`config.mk`:
```
export PLATFORM = sky130hd
export DESIGN_NAME = tzs_div
export DESIGN_NICKNAME = d
export VERILOG_FILES = /design/src/rtl/tzs_div.sv
export SDC_FILE = /design/constraint.sdc
export NUM_CORES = 1
export LEC_CHECK = 0
export ABC_CLOCK_PERIOD_IN_PS = 6300
export BUFFER_PORTS_ARGS = -buffer_cell sky130_fd_sc_hd__buf_4
export CAP_MARGIN = 20
export CELL_PAD_IN_SITES_DETAIL_PLACEMENT = 1
export CELL_PAD_IN_SITES_GLOBAL_PLACEMENT = 1
export CORE_MARGIN = 10
export CORE_UTILIZATION = 51
export CTS_CLUSTER_SIZE = 20
export DETAILED_ROUTE_END_ITERATION = 6
export GPL_TIMING_DRIVEN = 0
export PLACE_DENSITY = 0.94
export SLEW_MARGIN = 20
export SYNTH_ARGS = -nofsm -noshare
export SYNTH_HDL_FRONTEND = slang
export SYNTH_SLANG_ARGS = --single-unit
```
`constraint.sdc`:
```
create_clock -name i_clk -period 6.3 [get_ports i_clk]
set_input_delay 0.315 -clock i_clk [delete_from_list [all_inputs] [get_ports i_clk]]
set_output_delay 0.315 -clock i_clk [all_outputs]
set_load 0.02 [all_outputs]
```
`src/rtl/tzs_div.sv`:
```
module tzs_div #(
    parameter int F   = 14,
    parameter int OPW = 26
) (
    input  logic                  i_clk,
    input  logic                  i_rst_n,
    input  logic                  i_start,
    input  logic signed [OPW-1:0] i_den,
    output logic                  o_done,
    output logic [15:0]           o_quot
);
    // quotient of 2^(16+F) / den, one bit per cycle
    localparam int QW = 17 + F;
    localparam int CW = $clog2(QW + 1);

    logic          r_busy;
    logic          r_done;
    logic [CW-1:0] r_cnt;
    logic [OPW:0]  r_rem;
    logic [OPW:0]  r_den;
    logic [QW-1:0] r_q;

    logic [OPW:0] rem_sh;
    logic [OPW:0] n_rem;
    logic         q_bit;

    always_comb begin
        rem_sh = {r_rem[OPW-1:0], (r_cnt == CW'(QW - 1 - (16 + F)))};
        q_bit  = (rem_sh >= r_den);
        n_rem  = q_bit ? (rem_sh - r_den) : rem_sh;
    end

    always_ff @(posedge i_clk) begin
        if (!i_rst_n) begin
            r_busy <= 1'b0;
            r_done <= 1'b0;
            r_cnt  <= '0;
        end else begin
            r_done <= 1'b0;
            if (i_start) begin
                r_rem <= '0;
                r_den <= {1'b0, i_den};
                r_cnt <= '0;
                r_q   <= '0;
                if (i_den[OPW-1] || i_den == '0) begin
                    r_done <= 1'b1;
                end else begin
                    r_busy <= 1'b1;
                end
            end else if (r_busy) begin
                r_rem <= n_rem;
                r_q   <= {r_q[QW-2:0], q_bit};
                r_cnt <= r_cnt + 1'b1;
                if (r_cnt == CW'(QW - 1)) begin
                    r_busy <= 1'b0;
                    r_done <= 1'b1;
                end
            end
        end
    end

    assign o_done = r_done;
    // saturate to the Q0.16 range
    assign o_quot = (|r_q[QW-1:16]) ? 16'hFFFF : r_q[15:0];

endmodule

```
# Word-level counts from Yosys, hierarchy flattened
# Cells that the tools add are included.
# op_classes
n_lt_le_gt_ge	1
n_eq_ne	2
reduce_logical	8
n_mux	12
bitwise	1
shift	0
multipliers	0
n_div	0
add_sub_neg	2
# op_table
cell	count
two-way mux 26 bit	2
two-way mux 31 bit	1
greater-or-equal comparator 27 x 26 -> 1 bit	1
logical NOT 26 bit	1
subtractor 26 bit	1
two-way mux 16 bit	1
OR reduction 15 bit	1
two-way mux 1 bit	8
adder 5 x 1 -> 5 bit, second input constant	1
equality test 5 bit, second input constant	1
logical NOT 5 bit	1
AND reduction 2 bit	2
!= test 2 bit, second input constant	1
nonzero test 2 bit	1
OR reduction 2 bit	1
logical OR 1 bit	1
NOT 1 bit	1
# word_totals
latch_bits	0
memories	0
mem_bits_ro	0
in_bits	29
ff_bits	90
mem_bits_rw	0

# Longest topological paths before layout
# Gate-level depths: netlist of run 1.
# logic_depth
word_depth	4
depth_mapped	13
mapped_depth_nobuf	13

# Worst setup path after synthesis of run 1
# OpenSTA, ideal clock, no wires.
# synth_path
kind	register -> register
start	register r_cnt[0]
end	register r_rem[18], data pin
t_arrival_ns	2.855
path_slack_ns	3.189
path_stages_with_launch	14
setup_time_ns	0.256
path_buffers	0
cell_sequence	dfxtp_1 > inv_1 > ha_1 > or4b_2 > ha_1 > fa_1 > nor2b_1 > o31a_1 > o211ai_1 > a21o_1 > nand2_1 > a31oi_1 > xnor2_1 > o211a_1
# synth_via
elab_chain_len	4
# synth_lines
element	line_no	source
from (decl)	18	logic [CW-1:0] r_cnt;
from (signal assigned)	53	r_cnt <= r_cnt + 1'b1;
logical NOT 5 bit *	28	rem_sh = {r_rem[OPW-1:0], (r_cnt == CW'(QW - 1 - (16 + F)))};
subtractor 26 bit / greater-or-equal comparator 27 x 26 -> 1 bit (equally long branches)	30, 29	
two-way mux 26 bit *	30	n_rem = q_bit ? (rem_sh - r_den) : rem_sh;
two-way mux 26 bit *	50	end else if (r_busy) begin
to (signal assigned)	51	r_rem <= n_rem;
to (decl)	19	logic [OPW:0] r_rem;
# Mark *: on every way between the ends. The rest lies on a longest branch, timed or not. The select of a mux whose other input is x is not followed.
# A chain may end at the register's enable or synchronous reset.

# Final worst setup path of run 1
# Same ends and word-level chain as after synthesis.

==> metrics.txt, run 1 <==
post-CTS resize count 0; Antenna Cells 0; Max-cap violations 0; Num CTS Buffers 9; PortBufs 44; Net count, final 600; Vias per Instance ~5.9; # setup viols final 0; # IOs 46; critical path required time ~6.4 ns; clock-pin slew on the worst setup and hold paths 0.10 ns; Max clock buf depth 2; crit start category flip-flop; layout cells sized above 1 between 10% and 20%; Post-synth EDFFs 83; unrepaired setup endpoints after global routing no; first-pass GRT wire length 24.4 mm; syn_area_per_cell approximately 11 um^2; Tot Pwr 1.54 mW; hold path endpoint r_den[13]; period utilization between 50% and 60%; sequential area share after synthesis approximately half; power per cell area between 200 and 300 nW/um^2; # Post-CTS Setup Buffers 0; Slew Limit Headroom 50.7%; Hold Fails Final Rpt 0; Final Util ~60%; GRT overflow 0; vias in the first global route 4412; Synth area leaders edfxtp_1 (48%), ha_1 (7.0%), nor2b_1 (4.8%); share of the synthesized area in the top cell type around 48%; R2R Setup Slk around 2.6 ns; Layout area overhead 14.0%; Synth area leader edfxtp_1; Tot GR Track Use roughly a fifth; predominant post-synthesis flop cell edfxtp_1; hold depth 1; H-Tree Depth 3; synthesis-stage register bit count 90; setup ws final about 2.6 ns; dpl hpwl about 11 mm; Critical Path AT between 3 and 4 ns; Sink Count 90; Post-Syn Area around 5200 um^2; vias 4020; most common cell after layout, fill and taps aside edfxtp_1; Core ar. approximately 9900 um^2; FFs w/ async S/R, synth 0%; Final ANT Viol Nets 0; status completed; cells after synthesis between 400 and 500; CTS tree done; CP endpoint kind flip-flop; crit-path max FO 4; synth warn 0; worst setup path category reg -> reg; peak supply drop 147 uV; hold buffers post-CTS 0; pre-CTS setup slack around 2.8 ns; largest net degree at the start of global routing 40; Die Ht 121 um; chip width roughly 120 um; Slew Limit Fails 0; DIE AREA roughly 15000 um^2; Total Wirelength between 15 and 20 mm; First-pass DRT Iterations 4; Yosys cell types 52; most frequent cells in the layout edfxtp_1 (83), nor2_1 (45), buf_4 (45); Residual DRC 0; r2r endpoint r_rem[18]; Worst Tran Pin Value between 0.7 and 0.8 ns; wire per inst 22.4 um; Clk Tree Root Cell clkbuf_8; worst r2r src r_cnt[0]; setup TNS 0 ns; initial antenna violation count 0; DR iter-0 viols around 300; Cell Rows 36; Starting Density ~53%; R2R cell count 13; leakage power ~2.3 nW; Worst Min Path Start i_den[13]; Peak Freq between 200 and 300 MHz; gpl congestion 0.883; worst hold path class in -> reg; Clock Latency Late Sink 0.38 ns; Period minus WS final 3.72 ns; syn nets about 540; Max Clock Skew around 0.015 ns
==> area by class of cell <==
type / count / area [um^2]
multi-input combinational: 344 / 2370
clock buffer: 9 / 124
timing repair buffer: 45 / 350
fill: 1031 / 3930
clock inverter: 7 / 77.6
inverter: 33 / 124
buffer: 18 / 87.6
sequential: 90 / 2630
tap: 133 / 166
==> power by group <==
part           switching (mW)  internal (mW)
logic                   0.237          0.159
registers              0.0225          0.705
clock network           0.236          0.185
==> metrics by stage <==
| step | hold slack, ns | cell area [um^2] | std cells |
|---|---|---|---|
| after detailed placement | 0.505 | 5730 | 663 |
| after global routing | 0.119 | 5930 | 679 |
| final | 0.115 | 5930 | 679 |
| after CTS | 0.113 | 5930 | 679 |
| after global placement | 0.503 | 5700 | 662 |
| after floorplan | 0.414 | 5200 | 485 |
==> layer usage <==
metal / routed length, um / part of all wire (%) / global-route usage, % / up-vias
li1: - / - / - / 1863
met4: 380 / 2.5 / 8.45 / 0
met2: 7740 / 51 / 36.7 / 144
met5: 0 / 0 / 0 / -
met3: 659 / 4.3 / 3.26 / 32
met1: 6450 / 42 / 25.9 / 1981
==> cell usage after synthesis (2+ instances only) <==
| master | count |
|---|---|
| buf_6 | 2 |
| nand3_1 | 11 |
| a21o_1 | 12 |
| nor2_1 | 45 |
| a31oi_1 | 4 |
| o21a_1 | 4 |
| a211oi_1 | 4 |
| nor3_1 | 10 |
| ha_1 | 29 |
| and3_1 | 2 |
| or2_2 | 16 |
| nand2_1 | 23 |
| a21boi_0 | 2 |
| and2_1 | 5 |
| a311oi_1 | 2 |
| o31ai_1 | 3 |
| nor4_1 | 9 |
| o31a_1 | 2 |
| mux2i_1 | 21 |
| nand3b_1 | 5 |
| inv_1 | 33 |
| nor2b_1 | 40 |
| o21ai_0 | 15 |
| o211ai_1 | 6 |
| or3_1 | 3 |
| xnor2_1 | 16 |
| dfxtp_1 | 7 |
| clkbuf_1 | 14 |
| nand4_1 | 7 |
| edfxtp_1 | 83 |
| a21oi_1 | 24 |
| xor2_1 | 5 |
| and4_1 | 2 |
==> flip-flops by register name, summed over array words and instances, names as in the netlist <==
register  count
r_q          31
r_den        26
r_rem        26
r_cnt         5
o_done        1
r_busy        1
==> critical path, stage by stage (launching register included) <==
cell,delay [ns]
dfxtp_1,0.37
inv_1,0.11
ha_1,0.15
or4b_2,0.64
ha_1,0.25
fa_1,0.43
nor2b_1,0.19
o31a_1,0.26
o211ai_1,0.22
a21o_1,0.22
nand2_1,0.12
a31oi_1,0.13
xnor2_1,0.17
o211a_1,0.22
==> worst max path at each step <==
stage | start | endpoint | slack [ns] | depth (start not counted)
after floorplan | r_cnt[0] | r_rem[18] | 3.19 | 13
after global placement | r_cnt[0] | r_rem[18] | 2.92 | 13
after detailed placement | r_cnt[0] | r_rem[18] | 2.79 | 13
after CTS | r_cnt[0] | r_rem[18] | 2.63 | 13
after global routing | r_cnt[0] | r_rem[18] | 2.44 | 13
final | r_cnt[0] | r_rem[18] | 2.58 | 13
==> logic make-up after synthesis <==
group / synth area share, %
adder cells (fa/ha/maj): 7.36
flip-flops: 50.6
multiplexers: 4.04
XOR/XNOR: 3.53
AO/OA/AOI/OAI: 11.8
buffers and inverters: 4.06
AND/OR/NAND/NOR: 18.6
No activity file was read; power rests on OpenSTA's default activity.
==> run 2, diff against run 1 <==
--- a/config.mk
+++ b/config.mk
@@ -5,17 +5,17 @@
 export SDC_FILE = /design/constraint.sdc
 export NUM_CORES = 1
 export LEC_CHECK = 0
-export ABC_CLOCK_PERIOD_IN_PS = 6300
+export ABC_CLOCK_PERIOD_IN_PS = 3810
 export BUFFER_PORTS_ARGS = -buffer_cell sky130_fd_sc_hd__buf_4
 export CAP_MARGIN = 20
 export CELL_PAD_IN_SITES_DETAIL_PLACEMENT = 1
 export CELL_PAD_IN_SITES_GLOBAL_PLACEMENT = 1
 export CORE_MARGIN = 10
-export CORE_UTILIZATION = 51
+export CORE_UTILIZATION = 48
 export CTS_CLUSTER_SIZE = 20
 export DETAILED_ROUTE_END_ITERATION = 6
 export GPL_TIMING_DRIVEN = 0
-export PLACE_DENSITY = 0.94
+export PLACE_DENSITY = 0.9
 export SLEW_MARGIN = 20
 export SYNTH_ARGS = -nofsm -noshare
 export SYNTH_HDL_FRONTEND = slang
==> constraint.sdc (replaced) <==
create_clock -name i_clk -period 3.81 [get_ports i_clk]
set_input_delay 0.1905 -clock i_clk [delete_from_list [all_inputs] [get_ports i_clk]]
set_output_delay 0.1905 -clock i_clk [all_outputs]
set_load 0.02 [all_outputs]
==> run 2 against run 1 <==
Against the previous run: clock power up 69%; critical endpoint unchanged; final cell count grew 4.1%; fmax up 5.1%.
==> metrics.txt, run 2 (synthesized netlist as in run 1, its figures left out) <==
status completed (unchanged); Antenna Cells 0 (unchanged); Hold Fails Final Rpt 0 (unchanged); Worst Tran Pin Value 0.690 ns (was 0.740 ns); first-pass GRT wire length 24.0 mm (was 24.4 mm); gpl congestion 0.839 (was 0.883); largest net degree at the start of global routing 40 (unchanged); worst hold path class in -> reg (unchanged); # IOs 46 (unchanged); layout cells sized above 1 15.4% (was 16.1%); dpl hpwl 10.3 mm (was 10.7 mm); Starting Density 49.7% (was 52.8%); CP endpoint kind flip-flop (unchanged); Clk pwr share 27.5% (was 27.3%); Tot GR Track Use 20.2% (was 21.2%); Period minus WS final 3.54 ns (was 3.72 ns); number of flip-flops in the largest register 31 (unchanged); Crit path top cell by count ha_1 (unchanged); peak supply drop 245 uV (was 147 uV); crit start category flip-flop (unchanged); most frequent cells in the layout edfxtp_1 (83), nor2_1 (45), buf_4 (45) (unchanged); # setup viols final 0 (unchanged); H-Tree Depth 3 (unchanged); Residual DRC 0 (unchanged); Core ar. 10500 um^2 (was 9860 um^2); Slew Limit Headroom 54.0% (was 50.7%); Largest regs r_q (31), r_den (26), r_rem (26) (unchanged); Die Ht 124 um (was 121 um); chip width 124 um (was 121 um); DIE AREA 15400 um^2 (was 14600 um^2); leakage power 2.40 nW (was 2.28 nW); Top reg by flops r_q (unchanged); Max Clock Skew 0.0169 ns (was 0.0145 ns); period utilization 92.9% (was 59.0%); power per cell area 417 nW/um^2 (was 260 nW/um^2); vias 4113 (was 4020); vias in the first global route 4540 (was 4412); Max-cap violations 0 (unchanged); Peak Freq 283 MHz (was 269 MHz); sequential share of power 46.4% (was 47.1%); Clk Tree Root Cell clkbuf_8 (unchanged); DR iter-0 viols 259 (was 301); crit-path max FO 4 (unchanged); Slew Limit Fails 0 (unchanged); CTS tree done (unchanged); Final ANT Viol Nets 0 (unchanged); initial antenna violation count 0 (unchanged); Net count, final 625 (was 600); Num CTS Buffers 9 (unchanged); Clock Latency Late Sink 0.39 ns (was 0.38 ns); Cell Rows 37 (was 36); switching part of the total 31.8% (was 32.1%); most common cell after layout, fill and taps aside edfxtp_1 (unchanged); Layout area overhead 19.0% (was 14.0%); # Post-CTS Setup Buffers 0 (unchanged); Total Wirelength 14.9 mm (was 15.2 mm); Max clock buf depth 2 (unchanged); crit-path max cell delay 0.62 ns (was 0.64 ns); Vias per Instance 5.82 (was 5.92); unrepaired setup endpoints after global routing no (unchanged); Critical Path AT 3.70 ns (was 3.86 ns); Comb power frac 26.1% (was 25.6%); cells along the critical path inv_1 -> ha_1 -> or4b_2 -> ha_1 -> fa_1 -> nor2b_1 -> o31a_1 -> o211ai_1 -> a21o_1 -> nand2_1 -> a31oi_1 -> xnor2_1 -> o211a_1 (unchanged); GRT overflow 0 (unchanged); dpl cell area 5730 um^2 (about the same); post-route cell area 6190 um^2 (was 5930 um^2); slowest CP cell or4b_2 (unchanged); P_int 1.76 mW (was 1.05 mW); PortBufs 44 (unchanged); First-pass DRT Iterations 5 (was 4); setup TNS 0 ns (unchanged); clock-pin slew on the worst setup and hold paths 0.11 ns (was 0.10 ns); Psw 0.822 mW (was 0.495 mW); wire per inst 21.1 um (was 22.4 um); critical path required time 3.97 ns (was 6.44 ns); Sink Count 90 (unchanged); worst setup path category reg -> reg (unchanged)
-- run 2: changes by cell type in the layout (fill, tap and decap cells not counted) --
| cell | before | now |
|---|---|---|
| dlygate4sd3_1 | 0 | 25 |
| inv_8 | 0 | 2 |
| clkinvlp_4 | 4 | 1 |
| clkinv_4 | 1 | 2 |
-- run 2: power by group through the flow --
| stage | clock network [mW] | registers (mW) | logic, mW |
|---|---|---|---|
| after CTS | 0.712 | 1.20 | 0.659 |
| after global placement | 0 | 1.22 | 0.582 |
| after detailed placement | 0 | 1.22 | 0.627 |
| after floorplan | 0 | 1.21 | 0.458 |
| after global routing | 0.749 | 1.21 | 0.741 |
| final | 0.710 | 1.20 | 0.675 |
-- run 2: worst paths after layout --
kind                  start   endpoint  slack (ns)  cells after the start
setup reg to reg   r_cnt[0]  r_rem[18]        0.27                     13
setup / recovery   r_cnt[0]  r_rem[18]        0.27                     13
hold reg to reg      r_q[7]     r_q[8]        0.59                      1
hold / removal    i_den[25]  r_den[25]       0.006                      1
-- run 2: final cells by class --
type | count | area, um^2
flip-flops and latches | 90 | 2630
clock inverters | 7 | 86.3
multi-input cells | 344 | 2370
plain buffers | 18 | 87.6
inverters | 33 | 124
clock buffers | 9 | 124
repair buffers | 70 | 601
fillers | 1147 | 4270
well taps | 136 | 170
-- run 2: what timing repair did --
item | in CTS | in global routing
gates resized for setup | 0 | 0
hold endpoints to repair | 25 | 0
hold buffers | 25 | 0
-- run 2: per-stage QoR --
stage | setup slack (ns) | total power, mW | utilization (%) | cells | hold WS [ns]
4_1_cts | 0.290 | 2.57 | 59.2 | 707 | 0.00240
5_1_grt | 0.0528 | 2.70 | 59.2 | 707 | 0.00318
3_5_place_dp | 0.327 | 1.85 | 54.8 | 666 | 0.380
3_3_place_gp | 0.421 | 1.80 | 54.5 | 665 | 0.378
6_report | 0.270 | 2.58 | 59.2 | 707 | 0.00589
2_1_floorplan | 0.699 | 1.67 | - | 485 | 0.289
-- run 2: routing by layer --
metal  GRT usage, %  wire, um
met1           25.0      6330
met2           35.3      7760
met3           2.17       537
met4           7.91       308
met5              0         0
-- run 2: critical path: cells and delay by family (launching register included) --
kind / cells / cell delay (ns)
AOI/OAI and AO/OA: 5 / 0.96
xor gates and xnor gates: 1 / 0.17
adders and majority gates: 3 / 0.79
buffers and inverters: 1 / 0.11
DFF: 1 / 0.37
and+or+nand+nor: 3 / 0.90
==> run 3, diff against run 2 <==
--- a/config.mk
+++ b/config.mk
@@ -5,13 +5,14 @@
 export SDC_FILE = /design/constraint.sdc
 export NUM_CORES = 1
 export LEC_CHECK = 0
+export ABC_AREA = 1
 export ABC_CLOCK_PERIOD_IN_PS = 3810
 export BUFFER_PORTS_ARGS = -buffer_cell sky130_fd_sc_hd__buf_4
 export CAP_MARGIN = 20
 export CELL_PAD_IN_SITES_DETAIL_PLACEMENT = 1
 export CELL_PAD_IN_SITES_GLOBAL_PLACEMENT = 1
 export CORE_MARGIN = 10
-export CORE_UTILIZATION = 48
+export CORE_UTILIZATION = 45
 export CTS_CLUSTER_SIZE = 20
 export DETAILED_ROUTE_END_ITERATION = 6
 export GPL_TIMING_DRIVEN = 0
==> run 3 against run 2 <==
Against the previous run: setup slack improved by 0.77 ns; critical path type unchanged; combinational power rose by 10%; first-iteration DRC count rose by 27%; fmax rose by 28%; largest power group unchanged; clock power rose by 28%; largest cell class unchanged; total power rose by 10%; count of clock-buffer cells in the layout rose by 1; worst hold slack improved by 0.0073 ns.
==> metrics.txt, run 3 <==
number of flip-flops in the largest register 31 (unchanged); # IOs 46 (unchanged); setup ws final 1.04 ns (was 0.270 ns); worst r2r src r_cnt[1] (was r_cnt[0]); cells after synthesis 778 (was 485); dpl hpwl 13.5 mm (was 10.3 mm); chip width 133 um (was 124 um); synth warn 0 (unchanged); most frequent cell after synthesis nand2_1 (was edfxtp_1); most common cell after layout, fill and taps aside nand2_1 (was edfxtp_1); Cell Rows 41 (was 37); Post-synth EDFFs 83 (unchanged); post-CTS resize count 0 (unchanged); gpl congestion 0.915 (was 0.839); DR iter-0 viols 330 (was 259); Synth area leaders edfxtp_1 (43%), nand2_1 (15%), inv_1 (12%) (was edfxtp_1 (48%), ha_1 (7.0%), nor2b_1 (4.8%)); crit-path max FO 10 (was 4); DP Cell Count 996 (was 666); worst setup path start r_cnt[1] (was r_cnt[0]); Hold WS 0.0132 ns (was 0.00589 ns); syn nets 837 (was 544); Core ar. 12600 um^2 (was 10500 um^2); GRT overflow 0 (unchanged); vias 5227 (was 4113); Final ANT Viol Nets 0 (unchanged); critical path required time 3.92 ns (was 3.97 ns); non-filler instance count after layout 1012 (was 707); Period minus WS final 2.77 ns (was 3.54 ns); Yosys cell types 33 (was 52); worst hold path class in -> reg (unchanged); Top reg by flops r_q (unchanged); synth cell count leaders nand2_1 (232), inv_1 (180), nor2_1 (104) (was edfxtp_1 (83), nor2_1 (45), nor2b_1 (40)); GRT met2 Usage 37.7% (was 35.3%); Max Clock Skew 0.0141 ns (was 0.0169 ns); vias in the first global route 5900 (was 4540); leakage power 3.37 nW (was 2.40 nW); Hold Fails Final Rpt 0 (unchanged); busiest grt layer met2 (unchanged); first-pass GRT wire length 29.9 mm (was 24.0 mm); Post-Syn Area 5780 um^2 (was 5200 um^2); Clk Tree Root Cell clkbuf_16 (was clkbuf_8); Tot GR Track Use 20.7% (was 20.2%); CP endpoint kind flip-flop (unchanged); largest net degree at the start of global routing 29 (was 40); Sink Count 90 (unchanged); sequential area share after synthesis 45.6% (was 50.6%); FFs w/ async S/R, synth 0% (unchanged); Layout area overhead 15.7% (was 19.0%); Starting Density 45.8% (was 49.7%); synthesis-stage register bit count 90 (unchanged); predominant post-synthesis flop cell edfxtp_1 (unchanged); post-route cell area 6680 um^2 (was 6190 um^2); PortBufs 44 (unchanged); share of the synthesized area in the top cell type 43.2% (was 47.9%); power per cell area 427 nW/um^2 (was 417 nW/um^2); Worst Tran Pin Value 0.707 ns (was 0.690 ns); dpl cell area 6390 um^2 (was 5730 um^2); Worst Min Path Start i_den[12] (was i_den[25]); peak supply drop 211 uV (was 245 uV); wire per inst 17.9 um (was 21.1 um); Clock Latency Late Sink 0.36 ns (was 0.39 ns); GR Util met3 3.38% (was 2.17%); Peak Freq 361 MHz (was 283 MHz); Die Ht 133 um (was 124 um); Largest regs r_q (31), r_den (26), r_rem (26) (unchanged); status completed (unchanged); clock-pin slew on the worst setup and hold paths 0.08 ns (was 0.11 ns); Slew Limit Headroom 52.5% (was 54.0%); Residual DRC 0 (unchanged); syn_area_per_cell 7.42 um^2 (was 10.7 um^2); # setup viols final 0 (unchanged); # Post-CTS Setup Buffers 0 (unchanged); Synth area leader edfxtp_1 (unchanged); Critical Path AT 2.88 ns (was 3.70 ns); unrepaired setup endpoints after global routing no (unchanged); Net count, final 894 (was 625); DIE AREA 17800 um^2 (was 15400 um^2); period utilization 72.6% (was 92.9%); layout cells sized above 1 9.76% (was 15.4%); initial antenna violation count 0 (unchanged); pre-CTS setup slack 1.11 ns (was 0.327 ns); most frequent cells in the layout nand2_1 (232), inv_1 (179), nor2_1 (104) (was edfxtp_1 (83), nor2_1 (45), buf_4 (45)); H-Tree Depth 3 (unchanged); hold buffers post-CTS 0 (was 25); Num CTS Buffers 9 (unchanged); Max clock buf depth 2 (unchanged); Total Wirelength 18.1 mm (was 14.9 mm); Vias per Instance 5.17 (was 5.82); Slew Limit Fails 0 (unchanged); First-pass DRT Iterations 4 (was 5); Max-cap violations 0 (unchanged); worst setup path category reg -> reg (unchanged); met1 GRT Util 24.1% (was 25.0%); CTS tree done (unchanged); crit start category flip-flop (unchanged); Antenna Cells 0 (unchanged)
-- run 3: changes by cell type after synthesis, moves of 15 or more --
cell     delta
nand2_1   +209
nand3_1    +26
mux2i_1    -21
nor2_1     +59
nor2b_1    -40
inv_1     +147
or2_2      -15
xnor2_1    -15
-- run 3: kinds of logic (layout without fill, tap and decap cells) --
logic type,Yosys count,after routing,synth area share [%]
AOI/OAI and AO/OA,44,44,4.01
xor gates and xnor gates,10,10,1.52
adders and majority gates,30,30,6.63
buffers and inverters,194,256,12.9
DFF,90,90,45.6
and+or+nand+nor,410,410,29.4
-- run 3: worst max-delay path, cell delays in order, from the launching register on --
cell and delay (ns):
dfxtp_1 0.34, inv_1 0.13, ha_1 0.18, nand4_1 0.15, ha_1 0.25, inv_1 0.10
nand2_1 0.08, nand2_1 0.16, nand2_1 0.08, nand3_1 0.17, nand3_1 0.12, nand2_2 0.12
buf_6 0.18, buf_6 0.17, nand3_1 0.11, nand2_1 0.12, inv_1 0.07
-- run 3: cell type report --
| class | count | area (um^2) |
|---|---|---|
| Buffer | 11 | 58.8 |
| Clock buffer | 10 | 239 |
| Clock inverter | 6 | 53.8 |
| Fill cell | 1649 | 5940 |
| Inverter | 183 | 687 |
| Multi-Input combinational cell | 494 | 2410 |
| Sequential cell | 90 | 2630 |
| Tap cell | 172 | 215 |
| Timing Repair Buffer | 46 | 385 |
-- run 3: report_power, final --
part | total [mW] | switching, mW | internal, mW | leakage (nW)
clock | 0.909 | 0.434 | 0.475 | 0.142
sequential | 1.20 | 0.0326 | 1.17 | 0.854
combinational | 0.744 | 0.506 | 0.238 | 2.37
-- run 3: final timing paths --
path / cells after the start / slack (ns) / endpoint
worst max-delay path: 16 / 1.04 / r_rem[20]
worst max register to register: 16 / 1.04 / r_rem[20]
worst min-delay path: 1 / 0.01 / r_den[12]
worst min register to register: 2 / 0.55 / r_q[8]
-- run 3: per-stage QoR --
step	utilization (%)	total power [mW]	setup TNS, ns
final	52.9	2.85	0
after CTS	52.9	2.86	0
after floorplan	-	1.70	0
after detailed placement	50.6	1.93	0
after global placement	50.1	1.87	-0.624
after global routing	52.9	3.00	0
-- run 3: layer usage --
metal,routed length [um],share of wire [%]
met4,380,2.1
met2,9450,52
met5,0,0
met1,7650,42
met3,604,3.3
